$ cat src/sv/square_region_color_stats_macros.svh
// Assertion helpers for the RTL.
`ifndef SQUARE_REGION_COLOR_STATS_MACROS_SVH
`define SQUARE_REGION_COLOR_STATS_MACROS_SVH

// Clocked check, masked while reset is held.
`define SRCS_ASSERT(lbl, prop, msg) \
  lbl: assert property (@(posedge clk) disable iff (!rst_n) (prop)) else $error(msg);

// Clocked check that also holds during reset.
`define SRCS_ASSERT_ALWAYS(lbl, prop, msg) \
  lbl: assert property (@(posedge clk) (prop)) else $error(msg);

`endif

$ cat src/sv/srcs_pkg.sv
`timescale 1ns / 1ps
package srcs_pkg;

  localparam int MAX_SIDE_LOG2_DEF = 6;

  localparam logic CMD_LOAD  = 1'b0;
  localparam logic CMD_QUERY = 1'b1;

  localparam logic [1:0] STAT_OK         = 2'd0;
  localparam logic [1:0] STAT_OUTSIDE    = 2'd1;
  localparam logic [1:0] STAT_NOT_LOADED = 2'd2;

  localparam logic [1:0] CFG_IMAGE_WIDTH  = 2'd0;
  localparam logic [1:0] CFG_IMAGE_HEIGHT = 2'd1;

  typedef struct packed {
    logic       command;
    logic [7:0] red;
    logic [7:0] green;
    logic [7:0] blue;
    logic [5:0] corner_x;
    logic [5:0] corner_y;
    logic [2:0] size_log2;
  } srcs_in_t;

  typedef struct packed {
    logic [7:0]  avg_red;
    logic [7:0]  avg_green;
    logic [7:0]  avg_blue;
    logic [29:0] variance;
    logic [1:0]  status;
  } srcs_out_t;

  // control of the shared square/accumulate unit
  typedef struct packed {
    logic clr;
    logic mul;
    logic acc;
  } srcs_sq_ctl_t;

endpackage

$ cat src/sv/srcs_sq_acc.sv
`timescale 1ns / 1ps
module srcs_sq_acc
  import srcs_pkg::*;
#(
  parameter int IN_W = 20
) (
  input  logic                clk,
  input  srcs_sq_ctl_t        ctl,
  input  logic [IN_W-1:0]     operand,
  output logic [2*IN_W+1:0]   sum
);

  logic [2*IN_W-1:0] prod_r;
  logic [2*IN_W+1:0] sum_r;

  // square is registered before it reaches the adder
  always_ff @(posedge clk) begin
    if (ctl.mul) begin
      prod_r <= operand * operand;
    end
    if (ctl.clr) begin
      sum_r <= '0;
    end else if (ctl.acc) begin
      sum_r <= sum_r + (2*IN_W+2)'(prod_r);
    end
  end

  assign sum = sum_r;

endmodule

$ cat config.mk
export PLATFORM = sky130hd
export DESIGN_NAME = srcs_sq_acc
export DESIGN_NICKNAME = d
export VERILOG_FILES = /design/src/sv/square_region_color_stats_macros.svh /design/src/sv/srcs_pkg.sv /design/src/sv/srcs_sq_acc.sv
export SDC_FILE = /design/constraint.sdc
export NUM_CORES = 1
export LEC_CHECK = 0
export BUFFER_PORTS_ARGS = -buffer_cell sky130_fd_sc_hd__buf_2
export CELL_PAD_IN_SITES_DETAIL_PLACEMENT = 0
export CELL_PAD_IN_SITES_GLOBAL_PLACEMENT = 2
export CORE_MARGIN = 2
export CORE_UTILIZATION = 38
export CTS_CLUSTER_SIZE = 10
export DETAILED_ROUTE_END_ITERATION = 8
export PLACE_DENSITY_LB_ADDON = 0.05
export SLEW_MARGIN = 20
export SYNTH_ARGS = -nofsm -noshare
export SYNTH_HDL_FRONTEND = slang
export SYNTH_SLANG_ARGS = --single-unit
$ cat constraint.sdc
create_clock -name clk -period 6.7 [get_ports clk]
set_input_delay 0.67 -clock clk [delete_from_list [all_inputs] [get_ports clk]]
set_output_delay 0.67 -clock clk [all_outputs]
set_load 0.1 [all_outputs]
# Word level (Yosys, flattened, before mapping)
# Index checks and enable logic that the tools add are counted.
[totals]
elab_cells = 4
regBits = 82
out_inout_bits = 42
input_bits = 24
[op_classes]
n_mul = 1
add_sub_neg = 1
[op_table]
columns = ["op", "count"]
rows = [
  ["$add A42 B40 Y42", 1],
  ["$mul A20 B20 Y40", 1],
]

# Depth between registers and ports, before layout
# Gate-level depths: netlist (run 1).
[logic_depth]
depth_word = 1
ltp_mapped = 28
depth_no_buf = 27

# Least setup slack after synthesis (run 1)
# No wires, ideal clock.
[synth_timing]
path_type = "in2reg"
startpoint = "input port operand[15]"
endpoint = "register prod_r[38] (data pin)"
n_path_buf = 2
setup_time_ns = 0.262
arrival_ns = 6.897
slack_ns = -0.458
t_required_ns = 6.438
path_stages = 23
path_cell_list = "clkbuf_1 clkbuf_1 nand2_1 fa_1 inv_1 fa_1 inv_1 fa_1 inv_1 fa_1 fa_1 fa_1 fa_1 ha_1 and3_1 and2_1 a221oi_1 nand3_1 a221oi_2 nor4_1 nor3_2 o21ai_1 xor2_1"
[synth_between]
elab_chain_cells = 1
[synth_lines]
columns = ["item", "line", "text"]
rows = [
  ["from (decl)", "srcs_sq_acc.sv:9", "input logic [IN_W-1:0] operand,"],
  ["$mul A20 B20 Y40", "srcs_sq_acc.sv:19", "prod_r <= operand * operand;"],
  ["to (signal assigned)", "srcs_sq_acc.sv:19", ""],
  ["to (decl)", "srcs_sq_acc.sv:13", "logic [2*IN_W-1:0] prod_r;"],
]
# Every way passes these cells.
# A chain may end at the register's enable or synchronous reset.

# Worst setup path after layout (run 1)
[layout_timing]
startpoint = "input port operand[10]"
endpoint = "register prod_r[38] (data pin)"
# The elaborated chain is that of the path after synthesis.

==> results of run 1 <==
==> cells by family (layout without fill, tap and decap cells) <==
group | after synthesis | in the layout | synth area share
AOI/OAI and AO/OA | 265 | 265 | 0.1066
xor gates and xnor gates | 84 | 84 | 0.04527
adders and majority gates | 467 | 467 | 0.4877
buffers and inverters | 422 | 634 | 0.09763
DFF | 81 | 81 | 0.1238
muxes | 19 | 19 | 0.01178
and+or+nand+nor | 422 | 422 | 0.1273
==> worst reg2reg max path, stage by stage, from the launching register on <==
cell      delay [ns]
edfxtp_1        0.37
ha_1            0.21
ha_1            0.23
a211o_1         0.29
a2111o_1        0.44
nor4bb_4        0.18
a21oi_2         0.30
a211oi_1        0.15
nor3_2          0.41
o211ai_1        0.18
xnor2_1         0.19
o21ai_1         0.07
==> timing repair <==
action / in CTS / in global routing
setup endpoints to repair: 0 / 14
gates resized for setup: 0 / 69
hold endpoints to repair: 0 / 0
setup buffers: 0 / 3
==> state kept, by name, indices dropped and copies added, names as in the netlist <==
register  cells
prod_r       39
sum          42
==> routing by layer <==
metal | vias to the layer above | GRT usage | wire length [um]
met2 | 146 | 0.2901 | 17380
met1 | 5867 | 0.2865 | 21420
met4 | 0 | 0.03667 | 427
li1 | 6042 | - | -
met5 | - | 0 | 0
met3 | 19 | 0.01487 | 1040
==> how the worst max path moves through the flow <==
stage	startpoint	end	slack [ns]
final	operand[10]	prod_r[38]	0.23
after floorplan	operand[8]	prod_r[38]	0.003
after CTS	operand[7]	prod_r[38]	0.03
after global routing	operand[12]	prod_r[37]	-0.007
after detailed placement	operand[7]	prod_r[38]	-0.35
after global placement	operand[7]	prod_r[38]	-0.30
==> stage by stage <==
stage	cell area (um2)	hold WS (ns)	setup TNS (ns)	util
after floorplan	16580	0.5677	0	-
after global placement	18600	0.4717	-2.519	0.4425
after detailed placement	18600	0.4659	-3.143	0.4425
after CTS	18910	0.4748	0	0.4498
after global routing	19120	0.4912	-0.007634	0.4547
final	19120	0.4752	0	0.4547
==> cell type report <==
class                      count  share of cell area
clock inverter                 4            0.003600
timing repair buffer         258             0.09720
multi-input combinational   1257              0.6756
tap                          539             0.03528
clock buffer                  12             0.01237
sequential                    81              0.1052
inverter                     360             0.07069
==> Yosys cell counts (4+ instances only) <==
cell type / n
o21a_1: 8
clkbuf_1: 55
nor2_1: 75
o22ai_1: 9
o21ai_0: 22
o21bai_1: 8
nor2b_1: 14
nor3b_1: 4
a31oi_1: 11
dfxtp_1: 42
o211ai_1: 9
xnor2_1: 57
xor2_1: 27
buf_1: 5
nand3_1: 18
and4_1: 8
fa_1: 278
nor3_1: 7
a211oi_1: 17
nand2_1: 163
ha_1: 187
or3_1: 5
nand2b_1: 14
o21ai_1: 21
and2_1: 82
a31o_2: 4
nand4_1: 7
edfxtp_1: 39
a21oi_1: 81
o31ai_1: 5
a21o_1: 33
and3_1: 14
mux2i_1: 18
inv_1: 360
==> impl_results.md, run 1 <==
- Top FF cell, synth: dfxtp_1
- IO Count: 66
- Synth Instances: 1,760
- Max Cap Viol: 0
- Share of layout cells above drive strength 1: 0.1714
- H-tree depth: 3
- Hold Path Sink: sum[39]
- Die W: 210.8 um
- Post-DP HPWL: 35,680 um
- P&R area growth vs syn: 17.63%
- First-pass GRT wire length: 66,370 um
- Drt total wl: 40,270 um
- Outcome: complete, no violations
- Final setup margin: 0.2279 ns
- # fillers: 4,159
- Total Nets Final: 2,456
- Post-synth EDFFs: 39
- Root buf cell: clkbuf_16
- Worst-margin pin slew: 0.8393 ns
- Yosys top cell area share: 0.3425
- Final Non-Filler Cells: 2,511
- Synth Register Bits: 81
- Max stage delay cell, worst path: fa_2
- # setup viols final: 0
- Hold Startpoint: sum[39]
- Minimum clock period after layout: 6.472 ns
- Final Max Slew Viols: 0
- Ys Warns: 0
- Routed via count: 12,070
- CTS Buf Count: 9
- DRC errors left: 0
- Ranking of synthesized cells by area: fa_1 (34%), ha_1 (14%), inv_1 (8.3%), edfxtp_1 (7.2%), dfxtp_1 (5.2%)
- Clk_lat worst skew: 0.35 ns
- Placed cell count: 2,492
- WL/cell: 16.04 um
- Final Hold Viols: 0
- Port-buffer cells: 65
- Cell Chain, Critical Path: buf_8 > and2_4 > fa_1 > inv_2 > fa_1 > inv_1 > fa_1 > inv_1 > fa_1 > fa_1 > fa_1 > inv_2 > fa_2 > ha_4 > a21oi_4 > o21ai_2 > a221oi_2 > nand3_2 > a221oi_4 > nor4_2 > nor3_2 > o21ai_1 > xor2_1
- Largest net degree at the start of global routing: 45
- Worst min path class: flop to flop
- Number of buffers and inverters on the critical path: 5
- Grt ovf: 0
- CTS tree: done
- Worst Setup End Kind: flop
- Post-synth ARST share: 0
- Number of diodes: 0
- CP Launch Type: input pin
- CP Data Required Time: 6.80 ns
- Critical path depth: 23
- Average vias per placed instance: 4.808
- Gr usage total: 0.1871
- FF/Latch Area: 0.002012 mm2
- Max incr delay on CP: 0.58 ns
- Max_slew headroom: 0.4405
- R2R setup slack: 3.55 ns
- Crit share post-route: 0.9660
- Syn nets: 2,249
- Initial DRT Pass Iterations: 4
- Iter 0 DRT Violations: 521
- Post-synth top area cell: fa_1
- Initial Util: 0.3865
- Data arrival, critical path: 6.57 ns
- Most frequent cells in the layout: inv_1 (356), fa_1 (268), buf_4 (192), ha_1 (177), nand2_1 (159)
- Clk buf depth: 2
- Reg-to-Reg Start: prod_r[0]
- Final Skew: 0.004753 ns
- Die H: 210.8 um
- Die ar.: 0.04443 mm2
- Crit Path Max Fanout: 9
- CTS Hold Buffers Added: 0
- Initial antenna violation count: 0
- Clock sink total: 81
- Vias in the first global route: 12,660
- Area of the core: 0.04204 mm2
- Core Rows: 75
- Post-Syn Area: 0.01625 mm2
- Critical Path Most Common Cell: fa_1
- Kind of cell adding the most delay to the critical path: adder cells
- R2r worst-path depth: 11
- Worst hold path depth: 2
- CP Class: input pin to flop
- Syn Area/Cell: 9.233 um2
- Most common cell after layout, fill and taps aside: inv_1
- Routability cong.: 0.8515
- Post-place setup slack: -0.3526 ns
- DRT antenna net count: 0
- Reg2reg end: sum[38]
- Sequential-to-total area share from yosys stat: 0.1238
- Post-synth cell types: 67
- Area of the multi-input gates: 0.01291 mm2
- CTS clk-pin slew, worst paths: 0.06 ns
- Fmax: 0.1545 GHz
Power of run 1 is not shown: default switching activity piles up to over one toggle a cycle in this logic, so the estimate is an artifact.
==> run 2, diff against run 1 <==
Settings changed: CORE_UTILIZATION 38 to 42.
Clock period 6.7 ns to 6.14 ns, I/O delays scaled along.
==> run 2 against run 1 <==
Effect of this change: first-iteration DRC count shrank 27%; non-clock buffer count grew 79; routed wire length down 1.8%; sequential cell count unchanged; clock-buffer cell count rose by 2; the run now ends with negative setup slack left; cell area increased by 6.8%; clock skew is 0.0019 ns higher; global-route usage increased by 1.4 points.
==> impl_results.md, run 2 (synthesized netlist as in run 1, its figures left out) <==
- Final Max Slew Viols: 0
- Final Hold Viols: 0
- Post-place setup slack: -0.8693 ns
- RSZ-0062 raised after global routing: yes
- Clk buf depth: 2
- Max incr delay on CP: 0.57 ns
- Cell Chain, Critical Path: buf_12 > and2_4 > fa_2 > inv_2 > fa_1 > inv_2 > fa_1 > inv_1 > fa_1 > fa_1 > fa_2 > inv_2 > fa_2 > ha_4 > a21oi_4 > o21ai_2 > a221oi_2 > nand3_2 > a221oi_4 > nor4_2 > nor3_2 > o21ai_1 > xor2_1
- Max stage delay cell, worst path: fa_2
- Fmax: 0.1587 GHz
- Max Cap Viol: 0
- Final Util: 0.5318
- Final Skew: 0.006681 ns
- # setup viols final: 8
- Die ar.: 0.04028 mm2
- Kind of cell adding the most delay to the critical path: adder cells
- Share of layout cells above drive strength 1: 0.2526
- DRT antenna net count: 0
- Clock sink total: 81
- Post-DP HPWL: 34,770 um
- Critical Path Most Common Cell: fa_1
- P&R area growth vs syn: 25.59%
- Worst min path class: flop to flop
- Clk_lat worst skew: 0.34 ns
- Most common cell after layout, fill and taps aside: inv_1
- CTS Buf Count: 9
- CTS clk-pin slew, worst paths: 0.05 ns
- Average vias per placed instance: 4.827
- CP Class: input pin to flop
- Drt total wl: 39,540 um
- DRC errors left: 0
- Grt ovf: 0
- Number of diodes: 0
- Routed via count: 12,400
- Area of the core: 0.03838 mm2
- First-pass GRT wire length: 66,140 um
- Initial Util: 0.4234
- Core Rows: 72
- Worst Setup End Kind: flop
- Minimum clock period after layout: 6.300 ns
- Die H: 200.7 um
- CP Data Required Time: 6.22 ns
- Gr usage total: 0.2015
- Vias in the first global route: 12,940
- CP Launch Type: input pin
- WHS: 0.4730 ns
- Routability cong.: 0.8441
- Max_slew headroom: 0.3913
- # fillers: 3,666
- Largest register FFs: 42
- Largest net degree at the start of global routing: 45
- Most frequent cells in the layout: inv_1 (342), fa_1 (254), buf_4 (249), ha_1 (166), nand2_1 (136)
- IO Count: 66
- Crit share post-route: 1.026
- Final setup margin: -0.1596 ns
- Outcome: finished, violations left
- Die W: 200.7 um
- WL/cell: 15.39 um
- Worst-margin pin slew: 0.9130 ns
- Port-buffer cells: 65
- Root buf cell: clkbuf_16
- Crit Path Max Fanout: 7
- CTS tree: done
- Initial antenna violation count: 0
- Failing checks: negative setup slack
- Initial DRT Pass Iterations: 5
- H-tree depth: 3
- Data arrival, critical path: 6.38 ns
- Iter 0 DRT Violations: 381
- Post-route setup TNS: -0.6703 ns
- Total Nets Final: 2,535
- Number of buffers and inverters on the critical path: 5
[run 2: per-layer routing]
metal	global-route usage	vias up	routed length (um)
met4	0.03280	0	289
met3	0.01786	14	1017
met2	0.3176	148	17600
li1	-	6201	-
met5	0	-	0
met1	0.3066	6038	20640
[run 2: cell type report]
class | count | area [um2] | share of cell area
Multi-Input combinational cell | 1257 | 13390 | 0.6562
Inverter | 360 | 1351 | 0.06621
Tap cell | 518 | 648.1 | 0.03176
Sequential cell | 81 | 2012 | 0.09858
Timing Repair Buffer | 337 | 2693 | 0.1319
Clock inverter | 2 | 35.03 | 0.001717
Clock buffer | 14 | 276.5 | 0.01355
[run 2: through the flow]
stage | std cells | area [um2]
floorplan | 1760 | 16920
global placement | 2529 | 19220
detailed placement | 2529 | 19220
CTS | 2559 | 20090
global route | 2569 | 20410
finish | 2569 | 20410
[run 2: path summary, 6_finish.rpt]
check	startpoint	slack, ns	end	depth (start not counted)
worst max-delay path	operand[8]	-0.16	prod_r[38]	23
worst min-delay path	sum[38]	0.47	sum[38]	2
worst max register to register	prod_r[0]	3.04	sum[38]	11
worst min register to register	sum[38]	0.47	sum[38]	2
[run 2: worst min-delay path: stages, from the launching register on]
cell     delay [ns]
dfxtp_1        0.33
nand2_1        0.06
o21ai_1        0.05
[run 2: timing repair]
item,in CTS,in global routing
hold buffers,0,0
endpoints found under the hold margin,0,0
endpoints found under the setup margin,18,18
pin swaps,55,34
setup buffers,14,9
resized for setup,117,60
gates cloned,0,1
Power of run 2 is left out for the same reason.
